[config.mk]
export PLATFORM = sky130hd
export DESIGN_NAME = sngh_ctrl
export DESIGN_NICKNAME = d
export VERILOG_FILES = /design/src/rtl/sngh_pkg.sv /design/src/rtl/sngh_ctrl.sv
export SDC_FILE = /design/constraint.sdc
export NUM_CORES = 1
export LEC_CHECK = 0
export BUFFER_PORTS_ARGS = -buffer_cell sky130_fd_sc_hd__buf_2
export CAP_MARGIN = 20
export CORE_MARGIN = 2
export CORE_UTILIZATION = 30
export CTS_BUF_LIST = sky130_fd_sc_hd__clkbuf_8
export CTS_CLUSTER_SIZE = 20
export DETAILED_ROUTE_END_ITERATION = 6
export PLACE_DENSITY = 0.51
export SYNTH_ARGS = -nofsm -noshare
export SYNTH_HDL_FRONTEND = slang
export SYNTH_SLANG_ARGS = --single-unit
[constraint.sdc]
create_clock -name clk -period 2.3 [get_ports clk]
set_input_delay 0.115 -clock clk [delete_from_list [all_inputs] [get_ports clk]]
set_output_delay 0.115 -clock clk [all_outputs]
set_load 0.03 [all_outputs]
[src/rtl/sngh_pkg.sv]
`timescale 1ns / 1ps
package sngh_pkg;

  localparam int SAMPLE_BITS = 24;
  localparam int COEFF_BITS  = 24;
  localparam int LEVEL_BITS  = SAMPLE_BITS - 1;
  localparam int GAIN_FRAC   = 23;
  localparam int GAIN_BITS   = GAIN_FRAC + 1;
  localparam int HOLD_BITS   = 16;

  localparam int CFG_INDEX_BITS = 3;
  localparam int CFG_DATA_BITS  = (COEFF_BITS > LEVEL_BITS) ? COEFF_BITS : LEVEL_BITS;

  // Shared multiplier: signed operands one bit wider than the widest unsigned value.
  localparam int MAX_SC   = (SAMPLE_BITS > COEFF_BITS) ? SAMPLE_BITS : COEFF_BITS;
  localparam int OP_BITS  = ((MAX_SC > GAIN_BITS) ? MAX_SC : GAIN_BITS) + 1;
  localparam int PROD_BITS = 2 * OP_BITS;
  localparam int FRESH_BITS = (LEVEL_BITS > GAIN_BITS) ? LEVEL_BITS : GAIN_BITS;
  localparam int WIDE_BITS  = PROD_BITS - COEFF_BITS;

  localparam logic [LEVEL_BITS-1:0] MAG_MAX    = '1;
  localparam logic [GAIN_BITS-1:0]  GAIN_UNITY = GAIN_BITS'(1) << GAIN_FRAC;
  localparam logic [GAIN_BITS-1:0]  GAIN_FLOOR = GAIN_BITS'(265);

  localparam logic                  RST_GATE_ENABLE = 1'b1;
  localparam logic [COEFF_BITS-1:0] RST_DET_ATTACK  = COEFF_BITS'(9965000);
  localparam logic [COEFF_BITS-1:0] RST_DET_RELEASE = COEFF_BITS'(16733600);
  localparam logic [COEFF_BITS-1:0] RST_OPEN_GLIDE  = COEFF_BITS'(12930000);
  localparam logic [COEFF_BITS-1:0] RST_CLOSE_GLIDE = COEFF_BITS'(16757800);
  localparam logic [LEVEL_BITS-1:0] RST_OPEN_LEVEL  = LEVEL_BITS'(1400);
  localparam logic [LEVEL_BITS-1:0] RST_CLOSE_LEVEL = LEVEL_BITS'(700);
  localparam logic [HOLD_BITS-1:0]  RST_HOLD_LENGTH = HOLD_BITS'(288);

  typedef enum logic [CFG_INDEX_BITS-1:0] {
    CFG_GATE_ENABLE  = 3'd0,
    CFG_DET_ATTACK   = 3'd1,
    CFG_DET_RELEASE  = 3'd2,
    CFG_OPEN_GLIDE   = 3'd3,
    CFG_CLOSE_GLIDE  = 3'd4,
    CFG_OPEN_LEVEL   = 3'd5,
    CFG_CLOSE_LEVEL  = 3'd6,
    CFG_HOLD_LENGTH  = 3'd7
  } cfg_reg_t;

  typedef struct packed {
    logic load_in;
    logic env_mul;
    logic env_upd;
    logic gate_upd;
    logic gain_mul;
    logic gain_upd;
    logic left_mul;
    logic right_mul;
    logic out_load;
  } sngh_cmd_t;

  typedef struct packed {
    logic out_free;
  } sngh_sts_t;

endpackage

[src/rtl/sngh_ctrl.sv]
`timescale 1ns / 1ps
module sngh_ctrl import sngh_pkg::*; (
  input  logic      clk,
  input  logic      rst,
  input  logic      in_valid,
  output logic      in_ready,
  input  sngh_sts_t sts,
  output sngh_cmd_t cmd
);

  typedef enum logic [8:0] {
    ST_IDLE      = 9'b000000001,
    ST_ENV_MUL   = 9'b000000010,
    ST_ENV_UPD   = 9'b000000100,
    ST_GATE_UPD  = 9'b000001000,
    ST_GAIN_MUL  = 9'b000010000,
    ST_GAIN_UPD  = 9'b000100000,
    ST_LEFT_MUL  = 9'b001000000,
    ST_RIGHT_MUL = 9'b010000000,
    ST_DONE      = 9'b100000000
  } state_t;

  state_t state, state_next;

  always_ff @(posedge clk) begin
    if (rst) begin
      state <= ST_IDLE;
    end else begin
      state <= state_next;
    end
  end

  assign in_ready = (state == ST_IDLE);

  always_comb begin
    state_next = state;
    cmd        = '0;
    unique case (state)
      ST_IDLE: begin
        cmd.load_in = in_valid;
        if (in_valid) state_next = ST_ENV_MUL;
      end
      ST_ENV_MUL: begin
        cmd.env_mul = 1'b1;
        state_next  = ST_ENV_UPD;
      end
      ST_ENV_UPD: begin
        cmd.env_upd = 1'b1;
        state_next  = ST_GATE_UPD;
      end
      ST_GATE_UPD: begin
        cmd.gate_upd = 1'b1;
        state_next   = ST_GAIN_MUL;
      end
      ST_GAIN_MUL: begin
        cmd.gain_mul = 1'b1;
        state_next   = ST_GAIN_UPD;
      end
      ST_GAIN_UPD: begin
        cmd.gain_upd = 1'b1;
        state_next   = ST_LEFT_MUL;
      end
      ST_LEFT_MUL: begin
        cmd.left_mul = 1'b1;
        state_next   = ST_RIGHT_MUL;
      end
      ST_RIGHT_MUL: begin
        cmd.right_mul = 1'b1;
        state_next    = ST_DONE;
      end
      ST_DONE: begin
        // The finished item waits here until the output register has room.
        cmd.out_load = sts.out_free;
        if (sts.out_free) state_next = ST_IDLE;
      end
      default: begin
        state_next = ST_IDLE;
      end
    endcase
  end

endmodule

======== Word level (Yosys, flattened, before mapping) ========
Index checks and enable logic that the tools add are counted.
cells by class
  equal/unequal tests ..................... 11
  mux-type cells .......................... 12
  reductions and logical operators ........ 1
operators by type and width
  operator              number
  $pmux W9 S9           1
  $mux W9               2
  $eq A9 B1 Y1 const B  1
  $eq A9 B2 Y1 const B  1
  $eq A9 B3 Y1 const B  1
  $eq A9 B4 Y1 const B  1
  $eq A9 B5 Y1 const B  1
  $eq A9 B6 Y1 const B  1
  $eq A9 B7 Y1 const B  1
  $eq A9 B8 Y1 const B  1
  $eq A9 B9 Y1 const B  1
  $mux W1               9
  $ne A2 B2 Y1 const B  2
  $reduce_and A2 Y1     1
storage, ports and cells
  register bits ........................... 9
  input port bits ......................... 4

======== Logic depth before layout (Yosys ltp) ========
  depth in word-level cells ............... 3
  gate-level depth with buffers ........... 4

======== Least setup slack after synthesis ========
No wires, ideal clock.
  path kind ............................... flip-flop to flip-flop
  start ................................... register state[1]
  end ..................................... register state[1]
  arrival time ............................ 1654 ps
  data required time ...................... 2235 ps
  path slack .............................. 581 ps
  stages on the path, launching flop included .. 5
  path buffers ............................ 0
  clock period less this slack ............ 1719 ps
  cells stage by stage .................... dfxtp_1 nor4_4 and3_1 and2_1 nor2b_1
between the ends
  cells in the longest elaborated chain, start to end .. 3
  elaborated cells between the ends (all ways) .. 13
  classes of those cells .................. eq/ne (11); mux (1); reduce/logical (1)
ends and longest elaborated chain
  item                                line             text
  start, declared                     sngh_ctrl.sv:23  state_t state, state_next;
  start signal, assigned              sngh_ctrl.sv:29  state <= state_next;
  $eq A9 B1 Y1 *                      n/a
  named net in_ready                  sngh_ctrl.sv:6   output logic in_ready,
  $ne A2 B2 Y1 (no source line)       n/a
  $reduce_and A2 Y1 (no source line)  n/a
Mark *: on every way through the listed nets, which the timed path passes. The rest lies on a longest branch.
A chain may end at the register's enable or synchronous reset.

==> results.tsv <==
stage	metric	value	unit
critical_path	end_kind	output port	
detailed_routing	vias	499	
power	p_seq_share	40.4	%
power	peakVddDrop	313	uV
critical_path	r2r-start	state[1]	
global_routing	grt_pass1_vias	459	
finish	fill_cells	200	
finish	regArea	180	um^2
critical_path	arrival	1.74	ns
clock_network	cts_buffers	3	
floorplan	fp-row-count	15	
global_routing	grt_max_degree	9	
synth	ys_types	30	
sta	slew_violations	0	
synth	synth_compound_area_share	11.5	%
clock_network	post_cts_buffers	0	
clock_network	clk_latency	0.23	ns
critical_path	slowest_delay	0.45	ns
global_routing	grt.overflow.total	0	
finish	reg.largest.list	state: 9 flops	
critical_path	path_buf_inv	1	
synth	synth_edf_count	0	
detailed_routing	drtIter0Drc	9	
finish	area_growth	23.5	%
hold_path	hold_path.class	primary input to register	
detailed_routing	drc	0	
sta	finalWorstSetupSlack	0.443	ns
detailed_routing	dr.pass1.iters	4	
detailed_routing	viasPerCell	4.89	
power	pwr_density_cell	625	mW/mm^2
power	switching_power	0.000115	W
clock_network	clkTransAtPathRegs	0.05	ns
clock_network	htreeDepth	1	
clock_network	ctsResizeCount	0	
synth	synth_xor_area_share	1.61	%
global_routing	antenna_found_initial	0	
detailed_routing	ant_nets	0	
critical_path	r2r_slack	0.74	ns
critical_path	r2r_end	state[3]	
synth	async_reset_ff_share	0	%
critical_path	required	2.18	ns
finish	top_register	state	
power	leakage	0.309	nW
sta	skew	0.00259	ns
hold_path	hp-start	rst	
place	port_buffers	13	
sta	relSlewSlack	67.8	%
sta	setup_viol	0	
power	power_switching_share	27.5	%
sta	period_share	80.7	%
global_routing	grt_first_pass_wirelength	2040	um
hold_path	hold_end	state[1]	
critical_path	crit_path_start_kind	register	
status	status	completed	
synth	ys_ff_latch	9	
synth	syn_inst	62	
place	dp_worst_setup_slack	0.678	ns
place	hpwlAfterDp	962	um
synth	synth-simple-area-share	48.2	%
sta	fin_crit	1.86	ns
detailed_routing	routed_wl	1210	um
floorplan	die_x	46.5	um
floorplan	pin_count	14	
clock_network	clock_sink_count	9	
clock_network	clock_path_buffers	2	
finish	multi_input_area	333	um^2
power	p_int	0.000304	W
power	p_clk_share	44.3	%
run	drv_cap	0	
hold_path	hold-path-cell-count	2	
floorplan	initial_core_util	31.8	%
place	gp_routability_congestion	0.694	
synth	synthMuxAreaShare	0	%
critical_path	cp_top_family	simple AND/OR/NAND/NOR gates	
synth	yosys.area_share.adder	0	%
critical_path	slowest_stage	nor4_4	
synth	synth-seq-area-share	33.2	%
floorplan	die_area	0.00217	mm^2
finish	largest_reg_flops	9	
clock_network	cts-root-buf	clkbuf_8	
detailed_routing	drt-wirelength-per-cell	11.9	um
global_routing	track_usage	13.9	%
power	pwr-share-comb	15.2	%
finish	nNetsFinal	82	
finish	antenna_cells	0	
synth	yosys_warnings	0	
finish	drive_gt1_share	28.6	%
synth	dominantRegCellSynth	dfxtp_1	
synth	synth_top_family_by_area	simple AND/OR/NAND/NOR gates	
finish	stdcell_area	671	um^2
sta	worstMarginPinSlew	0.481	ns
critical_path	path_cells	nor4_4 -> nand2_2 -> nor4b_2 -> buf_2	
critical_path	crit_type	register to output port	
critical_path	crit_fanout	6	
clock_network	hold_buffers	0	
sta	hold_viol	0	
synth	syn-num-nets	66	
synth	synth.avg_cell_area	8.76	um^2
sta	rsz0062_at_grt	no	
clock_network	cts_tree	done	
critical_path	r2r_cells	4	
place	placed_cell_area	624	um^2
synth	synthesis.area	543	um^2
sta	max_freq	539	MHz
floorplan	die_h	46.5	um
sta	tns	0	ns
floorplan	core_area	0.00171	mm^2
## area by class of cell
type | count | area share, %
Tap cell | 25 | 4.66
Timing Repair Buffer | 13 | 9.70
Clock inverter | 1 | 0.746
Inverter | 4 | 2.24
Sequential cell | 9 | 26.9
Clock buffer | 3 | 6.16
Multi-Input combinational cell | 47 | 49.6
## worst register-to-register path, delay by kind of cell, from the launching register on
| kind | cells | cell delay (ns) |
|---|---|---|
| simple gates | 2 | 0.52 |
| flops | 1 | 0.38 |
| compound gates | 2 | 0.55 |
## how the worst max path moves through the flow
stage / from / endpoint / slack, ns / cells past startpoint
floorplan: state[1] / state[1] / 0.58 / 4
global placement: state[1] / cmd[4] / 0.68 / 4
detailed placement: state[1] / cmd[3] / 0.68 / 4
CTS: state[1] / cmd[3] / 0.42 / 4
global route: state[1] / cmd[4] / 0.32 / 4
finish: state[1] / cmd[4] / 0.44 / 4
## layout by cell type (no fill, tap or decap), types with 2 or more instances in the layout
master / count
nand4_1: 2
and3_1: 2
nand2_1: 2
and2_1: 2
and3b_1: 2
inv_1: 4
o21ai_0: 2
nor2b_1: 6
buf_2: 13
nor2_1: 7
dfxtp_1: 9
nor3b_1: 2
nor3_1: 3
clkbuf_8: 3
## synth_stat cells (2+ instances only)
cell,count,area share (%)
and3_1,2,2.3
and2_1,2,2.3
buf_4,2,2.8
and3b_1,2,3.2
nor2_1,7,4.8
nand4_1,2,2.3
inv_1,4,2.8
nor3_1,3,2.8
nor3b_1,2,2.8
o21ai_0,2,1.8
nand2_1,2,1.4
dfxtp_1,9,33
nor2b_1,6,6.9
## power by group through the flow
stage	clock network (W)	registers, W	logic [W]
finish	0.000186	0.000169	0.0000638
global route	0.000202	0.000171	0.0000707
CTS	0.000195	0.000169	0.0000647
detailed placement	0	0.000172	0.0000642
global placement	0	0.000172	0.0000644
floorplan	0	0.000170	0.0000490
## metrics by stage
step	hold slack, ns	cells	power, W	util, %
after global placement	0.308	98	0.000237	36.6
after global routing	0.0691	102	0.000444	39.3
after floorplan	0.187	62	0.000219	-
final	0.0684	102	0.000419	39.3
after detailed placement	0.309	98	0.000237	36.6
after CTS	0.0638	102	0.000429	39.3
## layer usage
metal	GRT usage, %	up-vias	part of all wire (%)
li1	-	256	-
met1	17.4	216	48
met2	19.7	23	43
met3	6.27	4	6.9
met4	6.86	0	2.1
met5	0	-	0
## cell families (layout without fill, tap and decap cells)
logic type / after synthesis / in the layout
AO/OA/AOI/OAI: 9 / 9
XOR/XNOR: 1 / 1
buffers and inverters: 6 / 21
flip-flops: 9 / 9
AND/OR/NAND/NOR: 37 / 37
Note: power is estimated with default switching activity, not from simulation.
